File: src/hdl/mlfqs_ram.sv
// Generic single-write, single-read RAM with registered read data.
`default_nettype none
module mlfqs_ram #(
   parameter int WIDTH = 8,
   parameter int DEPTH = 64
) (
   input  wire logic                     clock,
   input  wire logic                     we,
   input  wire logic [$clog2(DEPTH)-1:0] waddr,
   input  wire logic [WIDTH-1:0]         wdata,
   input  wire logic                     re,
   input  wire logic [$clog2(DEPTH)-1:0] raddr,
   output logic      [WIDTH-1:0]         rdata
);

   logic [WIDTH-1:0] mem_ff [DEPTH];
   logic [WIDTH-1:0] rdata_ff;

   always_ff @(posedge clock) begin
      if (we) begin
         mem_ff[waddr] <= wdata;
      end
      if (re) begin
         rdata_ff <= mem_ff[raddr];
      end
   end

   assign rdata = rdata_ff;

endmodule
`default_nettype wire

File: config.mk
export PLATFORM = sky130hd
export DESIGN_NAME = mlfqs_ram
export DESIGN_NICKNAME = d
export VERILOG_FILES = /design/src/hdl/mlfqs_ram.sv
export SDC_FILE = /design/constraint.sdc
export NUM_CORES = 1
export LEC_CHECK = 0
export BUFFER_PORTS_ARGS = -buffer_cell sky130_fd_sc_hd__buf_2
export CORE_MARGIN = 2
export CORE_UTILIZATION = 45
export CTS_CLUSTER_DIAMETER = 150
export CTS_CLUSTER_SIZE = 12
export DETAILED_ROUTE_END_ITERATION = 16
export PLACE_DENSITY_LB_ADDON = 0.3
export SYNTH_ARGS = -nofsm -noshare
export SYNTH_HDL_FRONTEND = slang
export SYNTH_SLANG_ARGS = --single-unit
File: constraint.sdc
create_clock -name clock -period 2 [get_ports clock]
set_clock_uncertainty 0.15 [all_clocks]
set_input_delay 0.2 -clock clock [delete_from_list [all_inputs] [get_ports clock]]
set_output_delay 0.2 -clock clock [all_outputs]
set_load 0.02 [all_outputs]
==> reports/metrics.csv <==
stage,metric,value,unit
status,outcome,finished with violations,
status,violations,negative setup slack,
synthesis,ys_types,39,
clock_network,clock_path_buffers,3,
clock_network,path_clk_slew,0.06,ns
placed_design,dp_cells,1671,
die,chipWidth,216.1,um
sta,maxSlewHeadroom,19.38,%
global_route,grt_max_degree,65,
final_layout,finalCoreUtilization,53.40,%
die,core,44320,um^2
detailed_routing,wl_per_cell,26.05,um
synthesis,synth_top_area_share,77.12,%
die,die_y,216.1,um
synthesis,synth_edf_count,520,
clock_network,clk_latency,0.58,ns
sta,layout_setup_ws,-0.1176,ns
detailed_routing,drtPass1Iterations,7,
synthesis,yosysMostFrequentCell,edfxtp_1,
placed_design,placed_area,22220,um^2
placed_design,dp_slack,-0.6615,ns
synthesis,synth_area,20250,um^2
job,cap_viol_max_count,0,
critical_path,cp.required,2.16,ns
placed_design,gp_congestion,0.7868,
sta,timing.setup.tns,-0.6080,ns
detailed_routing,drtIter0Drc,909,
sta,max_slew.worst_pin.slew,1.209,ns
critical_path,setup.worst_path.start_class,register,
sta,finalHoldViolCount,0,
synthesis,synth_nets,963,
sta,final.period_utilization,105.9,%
global_route,grt_pass1_vias,10280,
detailed_routing,antenna_left,0,
synthesis,yosysSeqAreaShare,77.12,%
die,pin_count,31,
power_and_ir_drop,ir_worst_vdd,0.0006383,V
placed_design,port_buffers,30,
final_layout,num-fill-cells,3428,
global_route,track_usage,19.70,%
detailed_routing,via_count,9973,
final_layout,regArea,15620,um^2
clock_network,cts_root_buf,clkbuf_16,
detailed_routing,drt-total-wl,45060,um
critical_path,critPathKind,register to register,
global_route,gr-total-overflow,0,
clock_network,cts.sinks,520,
placed_design,dpl.hpwl,29190,um
final_layout,drive_gt1_share,34.86,%
sta,final-setup-viol-count,7,
power_and_ir_drop,power.density,908.3,nW/um^2
critical_path,critPathMaxFanout,1,
final_layout,multi_input_area,4414,um^2
clock_network,cts_inserted_buffers,49,
final_layout,final_area,23660,um^2
synthesis,syn_area_per_cell,21.54,um^2
synthesis,synthTopCellsByCount,"edfxtp_1, mux4_2, nor2_1",
synthesis,synth_ff_type,edfxtp_1,
die,die_area,46710,um^2
sta,clock.fmax,472.2,MHz
synthesis,synthCells,940,
die,num_rows,77,
critical_path,arrival,2.28,ns
power_and_ir_drop,p_leak,7.645,nW
synthesis,synth_seq_cells,520,
die,start_util,45.69,%
detailed_routing,vias_per_cell,5.765,
detailed_routing,drc,0,
sta,rsz0062_at_grt,true,
synthesis,yosys-top-cells-area,"edfxtp_1, mux4_2, nor2_1, mux2i_1, mux2_2",
sta,slew_violations,0,
critical_path,critPathCaptureType,register,
min_path,hold_path_class,input pin to register,
synthesis,synth.largest_area_cell,edfxtp_1,
final_layout,stdcell_count,1730,
sta,min_period,2.118,ns
synthesis,synthArstFlopShare,0,%
global_route,grt_antenna_before_repair,4,
final_layout,area_delta_synth_final,16.88,%
synthesis,ys_warn_count,0,
global_route,grt_pass1_wl,66950,um
clock_network,htree_levels,2,
clock_network,tritoncts,yes,
final_layout,final_nets,1157,
-- per-layer routing --
| metal | wire, um | vias up | share of wire (%) | global-route usage, % |
|---|---|---|---|---|
| met5 | 25 | - | 0.055 | 0 |
| met4 | 1246 | 4 | 2.8 | 6.370 |
| met3 | 2614 | 79 | 5.8 | 3.804 |
| met2 | 21880 | 316 | 49 | 31.63 |
| met1 | 19290 | 5279 | 43 | 27.47 |
| li1 | - | 4295 | - | - |
-- worst max-delay path: stages, from the launching register on --
cell,delay [ns]
edfxtp_1,0.36
mux4_2,0.47
mux2_2,0.29
o221a_4,0.28
nor3_4,0.19
o32ai_2,0.12
-- flip-flops by register name, summed over array words and instances (netlist names) --
name	flops
mem_ff	512
rdata	8
-- through the flow --
stage | hold slack (ns) | total power, W
floorplan | 0.1489 | 0.01300
global placement | 0.4537 | 0.01358
detailed placement | 0.4521 | 0.01360
CTS | 0.02301 | 0.02168
global route | 0.08360 | 0.02213
finish | 0.05583 | 0.02149
-- final cells by class --
cell class / count / share of cell area (%)
Multi-Input combinational cell: 369 / 18.65
Sequential cell: 520 / 65.99
Tap cell: 592 / 3.130
Clock buffer: 51 / 5.393
Clock inverter: 2 / 0.07402
Timing Repair Buffer: 194 / 6.741
Antenna cell: 2 / 0.02115
-- final timing paths --
| check | start | endpoint | slack, ns | depth (start not counted) |
|---|---|---|---|---|
| min | raddr[5] | rdata[0] | 0.06 | 3 |
| min reg2reg | mem_ff[27][4] | rdata[4] | 0.76 | 3 |
| max | mem_ff[20][6] | rdata[6] | -0.12 | 5 |
| max reg2reg | mem_ff[20][6] | rdata[6] | -0.12 | 5 |
-- cell families (layout without fill, tap and decap cells) --
kind of cell | count (synthesis) | count (layout) | share of synthesized area [%]
flops | 520 | 520 | 77.12
simple gates | 153 | 153 | 3.374
compound gates | 54 | 54 | 2.064
buf+inv | 51 | 247 | 1.563
other cells | 0 | 2 | 0
mux | 162 | 162 | 15.88
-- repair_timing --
item	in CTS	in global routing
pin swaps	4	1
endpoints found under the setup margin	8	8
hold endpoints to repair	69	0
hold buffers	5	0
setup buffers	0	0
gates resized for setup	17	4
-- placed cells by master, fill, tap and decap left out, types with 2 or more instances in the layout --
cell and instances:
a211oi_1 4, a21oi_1 3, a221oi_1 4, a221oi_2 2
a22oi_1 3, buf_12 15, buf_2 27, buf_4 146
clkbuf_16 51, diode_2 2, dlygate4sd3_1 5, edfxtp_1 520
inv_6 2, mux2_2 13, mux2i_1 23, mux4_2 126
nand2_1 19, nand2b_1 7, nand3_1 13, nand3b_1 3
nand4_1 2, nor2_1 80, nor2_4 3, nor2b_1 14
nor3_1 5, nor3_4 2, nor4_1 2, o2111ai_1 3
o21a_1 2, o21ai_2 3, o221ai_1 8, o22ai_1 8
o2bb2ai_1 3, o32ai_2 2, o41ai_1 2
-- report_power, final --
group          internal (W)  switching, W  total (W)
combinational      0.000550      0.000733    0.00128
sequential           0.0121     0.0000287     0.0121
clock               0.00447       0.00362    0.00809
total                0.0171       0.00439     0.0215
(Power assumes the default switching activity.)
