===== src/hdl/mlfqs_div.sv =====
// Restoring unsigned divider, one quotient bit per cycle.
`default_nettype none
module mlfqs_div #(
   parameter int DW = 46,
   parameter int VW = 33
) (
   input  wire logic          clock,
   input  wire logic          reset,
   input  wire logic          start,
   input  wire logic [DW-1:0] dividend,
   input  wire logic [VW-1:0] divisor,
   output logic               done,
   output logic      [DW-1:0] quotient,
   output logic      [VW-1:0] remainder
);

   localparam int CW = $clog2(DW + 1);

   logic [DW-1:0] q_ff;
   logic [VW-1:0] r_ff;
   logic [VW-1:0] d_ff;
   logic [CW-1:0] cnt_ff;
   logic          busy_ff;
   logic          done_ff;
   logic [VW:0]   r_sh;
   logic          fits;

   // trial subtract of the shifted partial remainder
   assign r_sh = {r_ff, q_ff[DW-1]};
   assign fits = r_sh >= {1'b0, d_ff};

   always_ff @(posedge clock) begin
      if (reset) begin
         busy_ff <= 1'b0;
         done_ff <= 1'b0;
         cnt_ff  <= '0;
      end else if (start) begin
         busy_ff <= 1'b1;
         done_ff <= 1'b0;
         cnt_ff  <= CW'(DW);
         q_ff    <= dividend;
         r_ff    <= '0;
         d_ff    <= divisor;
      end else if (busy_ff) begin
         q_ff   <= {q_ff[DW-2:0], fits};
         r_ff   <= fits ? VW'(r_sh - {1'b0, d_ff}) : r_sh[VW-1:0];
         cnt_ff <= cnt_ff - CW'(1);
         if (cnt_ff == CW'(1)) begin
            busy_ff <= 1'b0;
            done_ff <= 1'b1;
         end
      end
   end

   assign done      = done_ff;
   assign quotient  = q_ff;
   assign remainder = r_ff;

`ifndef SYNTHESIS
   a_done_not_busy: assert property (@(posedge clock) disable iff (reset)
      !(done_ff && busy_ff))
      else $error("divider done while busy");
`endif

endmodule
`default_nettype wire


===== config.mk =====
export PLATFORM = sky130hd
export DESIGN_NAME = mlfqs_div
export DESIGN_NICKNAME = d
export VERILOG_FILES = /design/src/hdl/mlfqs_div.sv
export SDC_FILE = /design/constraint.sdc
export NUM_CORES = 1
export LEC_CHECK = 0
export BUFFER_PORTS_ARGS = -buffer_cell sky130_fd_sc_hd__buf_2
export CAP_MARGIN = 20
export CORE_ASPECT_RATIO = 0.9
export CORE_UTILIZATION = 50
export DETAILED_ROUTE_END_ITERATION = 12
export HOLD_SLACK_MARGIN = 0.12
export PLACE_DENSITY_LB_ADDON = 0.25
export SYNTH_ARGS = -nofsm -noshare
export SYNTH_HDL_FRONTEND = slang
export SYNTH_SLANG_ARGS = --single-unit

===== constraint.sdc =====
create_clock -name clock -period 9 [get_ports clock]
set_input_delay 1.8 -clock clock [delete_from_list [all_inputs] [get_ports clock]]
set_output_delay 1.8 -clock clock [all_outputs]
set_load 0.01 [all_outputs]

==> results.sh <==
export IMPL_r2r_cells=13
export IMPL_min_from="done$_SDFFE_PP0P_"
export IMPL_insertion_delay_ns=0.42
export IMPL_ys_types=64
export IMPL_crit_start="quotient[45]$_DFFE_PP_"
export IMPL_path_depth=13
export IMPL_critPathTopFamily="compound AO/OA/AOI/OAI gates"
export IMPL_rows=40
export IMPL_finalCriticalPeriod_ns=3.834
export IMPL_final_common_cell="buf_2"
export IMPL_wire_per_inst_um=16.96
export IMPL_postCtsSetupBuffers=0
export IMPL_via_count=5264
export IMPL_avgSynthCellArea_um2=11.39
export IMPL_maxSlewHeadroom_pct=32.85
export IMPL_core_area_um2=13460
export IMPL_cts_buffer_depth=2
export IMPL_place_congestion=0.9043
export IMPL_ys_ff_latch=120
export IMPL_first_global_vias=5255
export IMPL_die_area_um2=14350
export IMPL_grt_max_degree=82
export IMPL_fin_area_um2=8439
export IMPL_instances_no_fill=943
export IMPL_synth_cells=609
export IMPL_cp_slowest_cell="o41ai_4"
export IMPL_ys_seq_area_share_pct=50.78
export IMPL_antenna_left=0
export IMPL_yosysTopAreaCellShare_pct=48.48
export IMPL_final_nets=880
export IMPL_whs_ns=0.5425
export IMPL_synthTopCellsByArea="edfxtp_1, mux2_2, ha_1, a21oi_1, mux2i_1"
export IMPL_final_cell_mix="buf_2, edfxtp_1, nor2_1"
export IMPL_viasPerCell=5.582
export IMPL_ctsResizeCount=0
export IMPL_cts_max_level=4
export IMPL_ir_drop_mv=0.1342
export IMPL_cts_root_buf="clkbuf_16"
export IMPL_dpl_instance_area_um2=7840
export IMPL_drive_above_1_share_pct=33.55
export IMPL_numCtsBuffers=17
export IMPL_maxCapViolations=0
export IMPL_fin_crit_sh_pct=42.60
export IMPL_path_clk_slew_ns=0.06
export IMPL_nFillCells=1049
export IMPL_hold_buffers=0
export IMPL_cp_start_kind="flip-flop"
export IMPL_r2r_start="quotient[45]$_DFFE_PP_"
export IMPL_crit_fanout=38
export IMPL_wl_um=15990
export IMPL_netlist_area_um2=6938
export IMPL_async_flop_share_pct=0
export IMPL_utilization_pct=62.69
export IMPL_antenna_found_initial=0
export IMPL_holdCritPathClass="flip-flop to flip-flop"
export IMPL_crit_buf_inv=3
export IMPL_cts_tree="yes"
export IMPL_crit_chain="inv_1 > ha_1 > inv_1 > fa_1 > a21o_1 > a221oi_2 > a2111oi_4 > nand3b_2 > a31o_4 > o41ai_4 > buf_4 > nor3b_1 > a31o_2"
export IMPL_die_height_um=113.8
export IMPL_dp_cells=911
export IMPL_initial_core_util_pct=51.53
export IMPL_drv_slew=0
export IMPL_p_per_area_nw_per_um2=214.6
export IMPL_whs_path_depth=2
export IMPL_cp_required_ns=9.18
export IMPL_crit_top_cell="inv_1"
export IMPL_overflow=0
export IMPL_grt_use_total_pct=23.31
export IMPL_yosys_warnings=0
export IMPL_rsz0062_at_grt="no"
export IMPL_area_growth_pct=21.64
export IMPL_clock_sinks=120
export IMPL_worst_pin_slew_ns=1.007
export IMPL_synth_nets=727
export IMPL_dominantRegCellSynth="edfxtp_1"
export IMPL_drt_iter0_drc=263
export IMPL_max_freq_mhz=260.8
export IMPL_dp_hpwl_um=11590
export IMPL_p_leak_nw=3.635
export IMPL_grt_pass1_wl_um=25850
export IMPL_worst_setup_path_type="flip-flop to flip-flop"
export IMPL_run_status="completed"
export IMPL_io_pins=162
export IMPL_yosysTopAreaCell="edfxtp_1"
export IMPL_drc=0
export IMPL_diodes=0
export IMPL_final_setup_tns_ns=0
export IMPL_cpPeakStageDelay_ns=0.57
export IMPL_crit_path_end_kind="flip-flop"
export IMPL_setup_violations=0
export IMPL_io_buffer_count=161
export IMPL_critPathArrivalTime_ns=4.01
export IMPL_hold_viol=0
export IMPL_synth_edf_count=112
export IMPL_die_x_um=126.2
export IMPL_dr_pass1_iters=5
export IMPL_skew_ns=0.01109
flip-flops by register name (all words and copies together) (netlist names):
| register | cells |
|---|---|
| cnt_ff | 6 |
| done | 1 |
| d_ff | 33 |
| remainder | 33 |
| busy_ff | 1 |
| quotient | 46 |
per-layer routing:
metal	vias up	wire length, um	global-route usage (%)
met5	-	0	0
met4	0	282	8.434
met3	16	1285	8.630
met2	201	7549	38.38
met1	2478	6876	28.13
li1	2569	-	-
final cells by class:
class	count	area, um^2	area share [%]
flip-flops and latches	120	3523	41.75
multi-input cells	413	3102	36.75
clock buffers	17	425.4	5.041
well taps	168	210.2	2.491
repair buffers	165	835.8	9.904
clock inverters	15	173.9	2.061
inverters	45	168.9	2.001
per-stage QoR:
stage	setup slack (ns)	total power, mW
after floorplan	2.666	1.018
after global placement	5.223	1.114
after detailed placement	5.179	1.128
after CTS	5.156	1.823
after global routing	4.838	1.897
final	5.166	1.811
worst register-to-register path: cells and delay by family (launching register included):
kind                       cells  cell delay (ns)
AOI/OAI and AO/OA              6             1.84
DFF                            1             0.37
and+or+nand+nor                2             0.29
adders and majority gates      2             0.40
buffers and inverters          3             0.69
Yosys cell counts, types with 3 or more instances:
| cell | count |
|---|---|
| edfxtp_1 | 112 |
| xnor2_1 | 17 |
| o31ai_1 | 3 |
| nor3_1 | 9 |
| and3_1 | 5 |
| buf_6 | 4 |
| mux2i_1 | 22 |
| or2_2 | 5 |
| nand3_1 | 10 |
| nand3b_1 | 4 |
| clkbuf_1 | 21 |
| a31oi_1 | 10 |
| o21ai_0 | 22 |
| o21ai_1 | 3 |
| nor2b_1 | 5 |
| nor2_1 | 54 |
| a21oi_1 | 46 |
| nand2_1 | 28 |
| a211oi_1 | 5 |
| mux2_2 | 47 |
| nand2b_1 | 4 |
| a21o_1 | 14 |
| nand4_1 | 6 |
| dfxtp_1 | 8 |
| xor2_1 | 12 |
| inv_1 | 44 |
| ha_1 | 35 |
| a211oi_2 | 6 |
path summary, 6_finish.rpt:
path	endpoint	slack, ns
worst max register to register	remainder[24]$_SDFFCE_PP0P_	5.17
worst max-delay path	remainder[24]$_SDFFCE_PP0P_	5.17
worst min register to register	done$_SDFFE_PP0P_	0.54
worst min-delay path	done$_SDFFE_PP0P_	0.54
power by group:
group / total (mW) / switching, mW / internal [mW]
sequential: 0.697 / 0.0274 / 0.669
clock: 0.692 / 0.257 / 0.435
combinational: 0.422 / 0.240 / 0.182
total: 1.81 / 0.524 / 1.29
kinds of logic (layout without fill, tap and decap cells):
| group | after synthesis | after routing | synth area share [%] |
|---|---|---|---|
| AO/OA/AOI/OAI | 135 | 135 | 13.47 |
| XOR/XNOR | 29 | 29 | 3.661 |
| adder cells (fa/ha/maj) | 36 | 36 | 6.601 |
| buffers and inverters | 76 | 242 | 4.653 |
| flip-flops | 120 | 120 | 50.78 |
| multiplexers | 69 | 69 | 10.80 |
| AND/OR/NAND/NOR | 144 | 144 | 10.03 |
Note: power is estimated with default switching activity, not from simulation.
